[src/bdps_pkg.sv]
// shared types, constants and microprogram of the permutation shuffle
`default_nettype none

package bdps_pkg;

  localparam int TABLE_SIZE_DEF = 256;
  localparam int SAMPLE_W       = 8;
  localparam int BYTE_RANGE     = 2 ** SAMPLE_W;
  // remaining slot count reaches the full byte range
  localparam int DIV_W          = SAMPLE_W + 1;
  localparam int STEP_W         = 4;

  typedef logic [STEP_W-1:0] step_t;

  typedef enum logic [1:0] {
    MODE_RESTART = 2'd0,
    MODE_ENTROPY = 2'd1,
    MODE_READ    = 2'd2
  } mode_t;

  // jump conditions of the microprogram
  typedef enum logic [3:0] {
    C_NEVER,
    C_ALWAYS,
    C_NO_IN,
    C_MODE_RST,
    C_NOT_ENT,
    C_FINISHED,
    C_DIV_BUSY,
    C_REJECT,
    C_OUT_BUSY
  } cond_t;

  typedef enum logic [1:0] {
    RD_NONE,
    RD_POS,
    RD_OTHER,
    RD_IDX
  } rd_sel_t;

  typedef enum logic [1:0] {
    WR_NONE,
    WR_POS,
    WR_OTHER
  } wr_sel_t;

  // one control word per program step
  typedef struct packed {
    cond_t   cond;
    step_t   target;
    logic    last;
    logic    take_in;
    logic    restart;
    logic    div_start;
    rd_sel_t rd_sel;
    logic    hold_a;
    wr_sel_t wr_sel;
    logic    advance;
    logic    emit;
  } ctrl_t;

  // datapath status seen by the sequencer
  typedef struct packed {
    logic no_in;
    logic mode_rst;
    logic not_ent;
    logic finished;
    logic div_busy;
    logic reject;
    logic out_busy;
  } stat_t;

  // program step addresses
  localparam step_t S_WAIT   = 4'd0;
  localparam step_t S_DISP   = 4'd1;
  localparam step_t S_KIND   = 4'd2;
  localparam step_t S_START  = 4'd3;
  localparam step_t S_DIV    = 4'd4;
  localparam step_t S_CHECK  = 4'd5;
  localparam step_t S_GETA   = 4'd6;
  localparam step_t S_PUTB   = 4'd7;
  localparam step_t S_PUTA   = 4'd8;
  localparam step_t S_RST    = 4'd9;
  localparam step_t S_READ   = 4'd10;
  localparam step_t S_RESULT = 4'd11;

  // microprogram rom
  function automatic ctrl_t prog_word(input step_t step);
    ctrl_t w;
    w = '0;
    case (step)
      S_WAIT: begin
        w.take_in = 1'b1;
        w.cond    = C_NO_IN;
        w.target  = S_WAIT;
      end
      S_DISP: begin
        w.cond   = C_MODE_RST;
        w.target = S_RST;
      end
      S_KIND: begin
        w.cond   = C_NOT_ENT;
        w.target = S_READ;
      end
      S_START: begin
        w.div_start = 1'b1;
        w.cond      = C_FINISHED;
        w.target    = S_RESULT;
      end
      S_DIV: begin
        w.cond   = C_DIV_BUSY;
        w.target = S_DIV;
      end
      S_CHECK: begin
        w.rd_sel = RD_POS;
        w.cond   = C_REJECT;
        w.target = S_RESULT;
      end
      S_GETA: begin
        w.hold_a = 1'b1;
        w.rd_sel = RD_OTHER;
      end
      S_PUTB: begin
        w.wr_sel = WR_POS;
      end
      S_PUTA: begin
        w.wr_sel  = WR_OTHER;
        w.advance = 1'b1;
        w.cond    = C_ALWAYS;
        w.target  = S_RESULT;
      end
      S_RST: begin
        w.restart = 1'b1;
        w.cond    = C_ALWAYS;
        w.target  = S_RESULT;
      end
      S_READ: begin
        w.rd_sel = RD_IDX;
      end
      S_RESULT: begin
        w.emit   = 1'b1;
        w.cond   = C_OUT_BUSY;
        w.target = S_RESULT;
        w.last   = 1'b1;
      end
      default: begin
        w.cond   = C_ALWAYS;
        w.target = S_WAIT;
      end
    endcase
    return w;
  endfunction

endpackage

`default_nettype wire

[src/bdps_seq.sv]
// step counter and jump logic driven by the microprogram rom
`default_nettype none

module bdps_seq
  import bdps_pkg::*;
(
  input  logic  clk,
  input  logic  rst_n,
  input  stat_t stat,
  output ctrl_t ctrl
);

  step_t step_r, step_nxt;
  logic  jump;

  assign ctrl = prog_word(step_r);

  // condition select and next step
  always_comb begin
    case (ctrl.cond)
      C_NEVER:    jump = 1'b0;
      C_ALWAYS:   jump = 1'b1;
      C_NO_IN:    jump = stat.no_in;
      C_MODE_RST: jump = stat.mode_rst;
      C_NOT_ENT:  jump = stat.not_ent;
      C_FINISHED: jump = stat.finished;
      C_DIV_BUSY: jump = stat.div_busy;
      C_REJECT:   jump = stat.reject;
      C_OUT_BUSY: jump = stat.out_busy;
      default:    jump = 1'b0;
    endcase
    if (jump) begin
      step_nxt = ctrl.target;
    end else if (ctrl.last) begin
      step_nxt = S_WAIT;
    end else begin
      step_nxt = step_t'(step_r + 1'b1);
    end
  end

  always_ff @(posedge clk) begin
    if (!rst_n) begin
      step_r <= S_WAIT;
    end else begin
      step_r <= step_nxt;
    end
  end

endmodule

`default_nettype wire

[src/bdps_mod.sv]
// bit-serial remainder unit, one dividend bit per cycle
`default_nettype none

module bdps_mod
  import bdps_pkg::*;
(
  input  logic                clk,
  input  logic                rst_n,
  input  logic                start,
  input  logic [SAMPLE_W-1:0] dividend,
  input  logic [DIV_W-1:0]    divisor,
  output logic                busy,
  output logic [SAMPLE_W-1:0] rem
);

  localparam int CNT_W = $clog2(SAMPLE_W + 1);

  logic [CNT_W-1:0]    cnt_r, cnt_nxt;
  logic [SAMPLE_W-1:0] dvd_r, dvd_nxt;
  logic [DIV_W-1:0]    part_r, part_nxt;
  logic [DIV_W-1:0]    dsr_r, dsr_nxt;
  logic [DIV_W-1:0]    trial;

  assign busy = (cnt_r != '0);
  // partial remainder stays below the divisor, so it fits a byte
  assign rem  = part_r[SAMPLE_W-1:0];

  // restoring step: shift in the next dividend bit, subtract if it fits
  always_comb begin
    trial    = {part_r[SAMPLE_W-1:0], dvd_r[SAMPLE_W-1]};
    cnt_nxt  = cnt_r;
    dvd_nxt  = dvd_r;
    part_nxt = part_r;
    dsr_nxt  = dsr_r;
    if (start) begin
      cnt_nxt  = CNT_W'(SAMPLE_W);
      dvd_nxt  = dividend;
      part_nxt = '0;
      dsr_nxt  = divisor;
    end else if (busy) begin
      cnt_nxt  = cnt_r - 1'b1;
      dvd_nxt  = {dvd_r[SAMPLE_W-2:0], 1'b0};
      part_nxt = (trial >= dsr_r) ? (trial - dsr_r) : trial;
    end
  end

  always_ff @(posedge clk) begin
    if (!rst_n) begin
      cnt_r <= '0;
    end else begin
      cnt_r <= cnt_nxt;
    end
  end

  always_ff @(posedge clk) begin
    dvd_r  <= dvd_nxt;
    part_r <= part_nxt;
    dsr_r  <= dsr_nxt;
  end

endmodule

`default_nettype wire

[src/bdps_table.sv]
// permutation table memory with per-entry valid bits for identity reset
`default_nettype none

module bdps_table
  import bdps_pkg::*;
#(
  parameter int DEPTH = TABLE_SIZE_DEF,
  parameter int AW    = $clog2(DEPTH)
) (
  input  logic          clk,
  input  logic          rst_n,
  input  logic          clear,
  input  logic          rd_en,
  input  logic [AW-1:0] rd_addr,
  output logic [AW-1:0] rd_data,
  input  logic          wr_en,
  input  logic [AW-1:0] wr_addr,
  input  logic [AW-1:0] wr_data
);

  logic [AW-1:0]    mem [DEPTH];
  logic [DEPTH-1:0] vld_r;
  logic [AW-1:0]    rd_word_r;
  logic [AW-1:0]    rd_addr_r;
  logic             rd_hit_r;

  // valid bits: cleared entries read back as their own index
  always_ff @(posedge clk) begin
    if (!rst_n || clear) begin
      vld_r <= '0;
    end else if (wr_en) begin
      vld_r[wr_addr] <= 1'b1;
    end
  end

  // write port
  always_ff @(posedge clk) begin
    if (wr_en) begin
      mem[wr_addr] <= wr_data;
    end
  end

  // registered read port
  always_ff @(posedge clk) begin
    if (rd_en) begin
      rd_word_r <= mem[rd_addr];
      rd_hit_r  <= vld_r[rd_addr];
      rd_addr_r <= rd_addr;
    end
  end

  assign rd_data = rd_hit_r ? rd_word_r : rd_addr_r;

endmodule

`default_nettype wire

[src/byte_driven_permutation_shuffle.sv]
// Byte-driven permutation shuffle: forward shuffle of a TABLE_SIZE-entry
// table driven by entropy bytes, with rejection of biased bytes.
// Input channel (in_valid/in_ready) takes one item: mode 0 restarts the
// table as identity, mode 1 offers an entropy byte, mode 2 reads the entry
// at in_read_index. Every item gives exactly one beat on the output
// channel (out_valid/out_ready) carrying the entry read, the count of
// placed slots, the done flag and whether the byte caused a swap.
// One item is handled at a time by a microcoded sequencer: a restart or
// read goes through its own step, a byte after done straight to the
// result, a rejected byte through the remainder unit and the check, and a
// used byte on through the three-step swap through the table. The next
// item is taken once the result step is left. The remainder unit is
// bit-serial, one dividend bit per cycle.
// Reset clears the step counter and position and marks every table entry
// as identity at once; the block is ready for an item once reset ends.
// A result waits in the output register while the receiver stalls; the
// sequencer may meanwhile take and work on the next item, but holds at
// the result step, taking nothing new, until the waiting beat has left.
`default_nettype none

module byte_driven_permutation_shuffle
  import bdps_pkg::*;
#(
  parameter int TABLE_SIZE = TABLE_SIZE_DEF
) (
  input  logic                clk,
  input  logic                rst_n,
  input  logic                in_valid,
  output logic                in_ready,
  input  logic [1:0]          in_mode,
  input  logic [SAMPLE_W-1:0] in_entropy_byte,
  input  logic [SAMPLE_W-1:0] in_read_index,
  output logic                out_valid,
  input  logic                out_ready,
  output logic [SAMPLE_W-1:0] out_entry_value,
  output logic [SAMPLE_W-1:0] out_placed_count,
  output logic                out_shuffle_done,
  output logic                out_byte_used
);

  localparam int AW = $clog2(TABLE_SIZE);

  ctrl_t               ctrl;
  stat_t               stat;
  logic                in_fire;
  logic                out_load;

  logic [1:0]          mode_r;
  logic [SAMPLE_W-1:0] sample_r;
  logic [SAMPLE_W-1:0] idx_r;
  logic [AW-1:0]       hold_r;

  logic [AW-1:0]       pos_r, pos_nxt;
  logic                fin_r, fin_nxt;
  logic                used_r, used_nxt;

  logic                out_valid_r, out_valid_nxt;
  logic [SAMPLE_W-1:0] out_value_r, out_count_r;
  logic                out_done_r, out_used_r;
  logic [SAMPLE_W-1:0] entry_value;

  logic                div_busy;
  logic [SAMPLE_W-1:0] mod_rem;
  logic [DIV_W-1:0]    remaining;
  logic [DIV_W:0]      bound;
  logic [DIV_W-1:0]    other_sum;
  logic [AW-1:0]       other;
  logic                idx_ok;

  logic                rd_en, wr_en;
  logic [AW-1:0]       rd_addr, wr_addr, wr_data, rd_data;

  // sequencer
  bdps_seq u_seq (
    .clk   (clk),
    .rst_n (rst_n),
    .stat  (stat),
    .ctrl  (ctrl)
  );

  // remainder of the byte by the remaining slot count
  bdps_mod u_mod (
    .clk      (clk),
    .rst_n    (rst_n),
    .start    (ctrl.div_start),
    .dividend (sample_r),
    .divisor  (remaining),
    .busy     (div_busy),
    .rem      (mod_rem)
  );

  // permutation table
  bdps_table #(
    .DEPTH (TABLE_SIZE),
    .AW    (AW)
  ) u_table (
    .clk     (clk),
    .rst_n   (rst_n),
    .clear   (ctrl.restart),
    .rd_en   (rd_en),
    .rd_addr (rd_addr),
    .rd_data (rd_data),
    .wr_en   (wr_en),
    .wr_addr (wr_addr),
    .wr_data (wr_data)
  );

  assign in_ready = ctrl.take_in;
  assign in_fire  = in_valid && in_ready;

  // slot arithmetic
  assign remaining = DIV_W'(TABLE_SIZE) - DIV_W'(pos_r);
  assign other_sum = DIV_W'(pos_r) + DIV_W'(mod_rem);
  assign other     = other_sum[AW-1:0];
  assign idx_ok    = DIV_W'(idx_r) < DIV_W'(TABLE_SIZE);

  // reject when the byte falls in the last, incomplete block of remaining:
  // byte - rem + remaining exceeds the byte range
  assign bound = (DIV_W+1)'(sample_r) - (DIV_W+1)'(mod_rem) + (DIV_W+1)'(remaining);

  // status to the sequencer
  always_comb begin
    stat.no_in    = !in_valid;
    stat.mode_rst = (mode_r == MODE_RESTART);
    stat.not_ent  = (mode_r != MODE_ENTROPY);
    stat.finished = fin_r;
    stat.div_busy = div_busy;
    stat.reject   = (bound > (DIV_W+1)'(BYTE_RANGE));
    stat.out_busy = out_valid_r && !out_ready;
  end

  // table port selection
  assign rd_en = (ctrl.rd_sel != RD_NONE);
  assign wr_en = (ctrl.wr_sel != WR_NONE);

  always_comb begin
    case (ctrl.rd_sel)
      RD_POS:   rd_addr = pos_r;
      RD_OTHER: rd_addr = other;
      RD_IDX:   rd_addr = idx_r[AW-1:0];
      default:  rd_addr = pos_r;
    endcase
  end

  always_comb begin
    case (ctrl.wr_sel)
      WR_POS: begin
        wr_addr = pos_r;
        wr_data = rd_data;
      end
      WR_OTHER: begin
        wr_addr = other;
        wr_data = hold_r;
      end
      default: begin
        wr_addr = pos_r;
        wr_data = rd_data;
      end
    endcase
  end

  // shuffle state
  always_comb begin
    pos_nxt  = pos_r;
    fin_nxt  = fin_r;
    used_nxt = used_r;
    if (in_fire) begin
      used_nxt = 1'b0;
    end
    if (ctrl.restart) begin
      pos_nxt = '0;
      // a fresh table is never done; the table size is assumed to be at least two
      fin_nxt = 1'b0;
    end else if (ctrl.advance) begin
      pos_nxt  = pos_r + 1'b1;
      fin_nxt  = (pos_r == AW'(TABLE_SIZE - 2));
      used_nxt = 1'b1;
    end
  end

  // output register
  assign out_load      = ctrl.emit && !stat.out_busy;
  assign out_valid_nxt = out_load ? 1'b1 : (out_ready ? 1'b0 : out_valid_r);
  assign entry_value   = ((mode_r == MODE_READ) && idx_ok) ? SAMPLE_W'(rd_data) : '0;

  always_ff @(posedge clk) begin
    if (!rst_n) begin
      pos_r       <= '0;
      fin_r       <= 1'b0;
      used_r      <= 1'b0;
      out_valid_r <= 1'b0;
    end else begin
      pos_r       <= pos_nxt;
      fin_r       <= fin_nxt;
      used_r      <= used_nxt;
      out_valid_r <= out_valid_nxt;
    end
  end

  // item and result payload
  always_ff @(posedge clk) begin
    if (in_fire) begin
      mode_r   <= in_mode;
      sample_r <= in_entropy_byte;
      idx_r    <= in_read_index;
    end
    if (ctrl.hold_a) begin
      hold_r <= rd_data;
    end
    if (out_load) begin
      out_value_r <= entry_value;
      out_count_r <= SAMPLE_W'(pos_r);
      out_done_r  <= fin_r;
      out_used_r  <= used_r;
    end
  end

  assign out_valid        = out_valid_r;
  assign out_entry_value  = out_value_r;
  assign out_placed_count = out_count_r;
  assign out_shuffle_done = out_done_r;
  assign out_byte_used    = out_used_r;

endmodule

`default_nettype wire

[config.mk]
export PLATFORM = sky130hd
export DESIGN_NAME = byte_driven_permutation_shuffle
export DESIGN_NICKNAME = d
export VERILOG_FILES = /design/src/bdps_pkg.sv /design/src/bdps_seq.sv /design/src/bdps_mod.sv /design/src/bdps_table.sv /design/src/byte_driven_permutation_shuffle.sv
export SDC_FILE = /design/constraint.sdc
export NUM_CORES = 2
export LEC_CHECK = 0
export BUFFER_PORTS_ARGS = -buffer_cell sky130_fd_sc_hd__buf_2
export CAP_MARGIN = 20
export CORE_ASPECT_RATIO = 1.1
export CORE_MARGIN = 2
export CORE_UTILIZATION = 40
export DETAILED_ROUTE_END_ITERATION = 6
export GPL_TIMING_DRIVEN = 0
export PLACE_DENSITY_LB_ADDON = 0.05
export SLEW_MARGIN = 40
export SYNTH_ARGS = -nofsm -noshare
export SYNTH_HDL_FRONTEND = slang
export SYNTH_HIERARCHICAL = 1
export SYNTH_SLANG_ARGS = --single-unit
export TNS_END_PERCENT = 5
[constraint.sdc]
create_clock -name clk -period 5.5 [get_ports clk]
set_input_delay 1.1 -clock clk [delete_from_list [all_inputs] [get_ports clk]]
set_output_delay 1.1 -clock clk [all_outputs]
set_load 0.02 [all_outputs]
==> metrics.txt <==
CTS root buf clkbuf_16; sequential power share 0.405; Routed WL per cell roughly 38 µm; Yosys Warn Count 6; CTS sink cnt 2409; die area about 240000 µm²; Std-Cell Core Area 236000 µm²; switching part of the total 0.317; pre-CTS setup slack -1.64 ns; Final Critical Period 5.54 ns; crit path max fanout 12; pin count of the biggest net entering global routing between 90 and 100; gpl congestion between 0.8 and 0.9; clock power share 0.320; Peak VDD IR about 0.36 mV; first-pass GRT wire length 452 mm; hold depth 1; All-Layer GR Usage 0.274; row count between 150 and 200; placed inst area approximately 100000 µm²; run status finished with violations; commonest non-fill, non-tap cells in the layout edfxtp_1 (2126), mux4_2 (515), nor2_1 (504); Gate power share 0.275; Synth Cell Area approximately 95000 µm²; TritonCTS clock tree built; final hold viol count 0; pwr/cell area about 500 nW/µm²; f_max approximately 180 MHz; Post-DP HPWL about 230 mm; min-delay src in_mode[1]; reg-to-reg setup timing slack -0.04 ns; port bufs between 40 and 50; setup ws final -0.0442 ns; Die Span Y 516 µm; fin crit share 1.01; syn nets between 5000 and 6000; Initial Utilization 0.403; DR DRC count 0; failing checks setup timing; Ports 42; Layout area overhead 17.7%; Final setup viols 6; worst-margin pin slew between 0.8 and 0.9 ns; Critical Path AT ~6.3 ns; crit end category flop; Hold Crit Class input pin to flop; worst path required time roughly 6.3 ns; via count between 50000 and 60000; cell breakdown of the critical path ha_1 > fa_1 > a21o_1 > a21oi_1 > xnor2_1 > nor2_1 > a21oi_1 > a21oi_4 > buf_4 > buf_6 > clkbuf_2 > a211oi_1 > nor3_1 > nor4_4 > nor4_2 > buf_4; CTS H-tree depth 5; CTS buffer count around 280; ratio of cells with drive above 1 in the final layout 0.294; clk_lat worst skew around 0.94 ns; Clock Tree Buf Depth 4; routed wire length around 330 mm; clock transition at the registers of the reported paths roughly 0.060 ns; vias in the first global route 52240; initial antenna violation count 24; Pleak ~0.034 µW; worst reg2reg path depth 16; Psw 17400 µW; final instance area approximately 110000 µm²; Worst path max stage delay 0.59 ns; ANT nets after route 0; CP Launch Type flop; final setup TNS -0.144 ns; number of vias per cell around 6.0; nets@finish 5651; Reg2Reg Capture Point u_table/rd_word_r[5]; GRT Residual Overflow 0; reg2reg start pos_r[0]; internal power about 37000 µW; width of the die between 400 and 500 µm; Slowest-stage cell, CP clkbuf_2; final max-slew violation count 0; Starting DRT DRC Count slightly above 6000; Max Cap Viol 0; commonest non-fill, non-tap cell in the layout edfxtp_1; Post-CTS Hold Buffers 0; worst hold endpoint mode_r[1]; DR pass1 iterations 6; Mapped Cells 5200; mean post-synth cell area about 18 µm²; clk_skew approximately 0.035 ns; RSZ-0062 raised after global routing yes; relative slew slack 0.406; Crit Path Category flop to flop
per-layer routing:
metal | vias to the layer above | GRT usage | wire [µm]
met2 | 2292 | 0.442 | 159000
met3 | 454 | 0.0547 | 25600
li1 | 21630 | - | -
met1 | 28944 | 0.374 | 138000
met4 | 8 | 0.0931 | 11500
met5 | - | 0 | 55
state kept, by name, indices dropped and copies added, names as in the netlist:
name               cells
out_entry_value        8
hold_r                 8
idx_r                  8
sample_r               8
u_mod/dsr_r            9
out_shuffle_done       1
u_mod/dvd_r            8
out_placed_count       8
u_table/rd_hit_r       1
u_mod/part_r           8
u_mod/cnt_r            4
fin_r                  1
mode_r                 2
used_r                 1
pos_r                  8
out_valid              1
u_table/rd_word_r      8
u_table/mem         2048
out_byte_used          1
u_seq/step_r           4
u_table/vld_r        256
u_table/rd_addr_r      8
through the flow:
stage	hold WS, ns	std cells	util	power (µW)
after detailed placement	0.444	8407	0.430	37300
after global routing	0.315	8908	0.474	56500
after global placement	0.424	8359	0.420	37000
after floorplan	0.408	5200	-	30700
after CTS	0.291	8900	0.471	55100
final	0.359	8913	0.474	54800
power by group through the flow:
stage	clock network, µW	logic (µW)	registers (µW)
after floorplan	0	7940	22700
after global placement	0	13800	23200
after detailed placement	0	14700	22600
after CTS	17900	15000	22200
after global routing	18600	15700	22200
final	17600	15100	22200
repair_timing:
action                                 in CTS  in global routing
buffers inserted                           10                  3
endpoints found under the hold margin       0                  0
pin swaps                                  14                  8
gates resized for setup                   244                150
setup endpoints to repair                2048               1675
cell type report:
type | instances | area (µm²)
repair buffers | 104 | 1420
inverters | 48 | 180
well taps | 3118 | 3900
fillers | 20124 | 124000
plain buffers | 305 | 2350
multi-input cells | 2433 | 26200
clock buffers | 401 | 7880
clock inverters | 86 | 609
flip-flops and latches | 2409 | 69500
diodes | 9 | 22.5
how the worst max path moves through the flow:
stage	from	end	depth (start not counted)
floorplan	u_seq/step_r[3]	u_table/mem[0][0]	8
global route	u_seq/step_r[0]	u_table/rd_word_r[7]	17
CTS	u_seq/step_r[0]	u_table/mem[86][4]	15
finish	pos_r[0]	u_table/rd_word_r[5]	16
detailed placement	u_seq/step_r[3]	u_table/rd_word_r[6]	18
global placement	u_seq/step_r[3]	u_table/rd_word_r[7]	16
critical path: cells and delay by family, from the launching register on:
kind / cells / cell delay [ns]
XOR/XNOR: 1 / 0.17
flip-flops: 1 / 0.42
adder cells (fa/ha/maj): 2 / 0.70
AND/OR/NAND/NOR: 4 / 1.30
AO/OA/AOI/OAI: 5 / 1.02
buffers and inverters: 4 / 1.72
No activity file was read; power rests on OpenSTA's default activity.
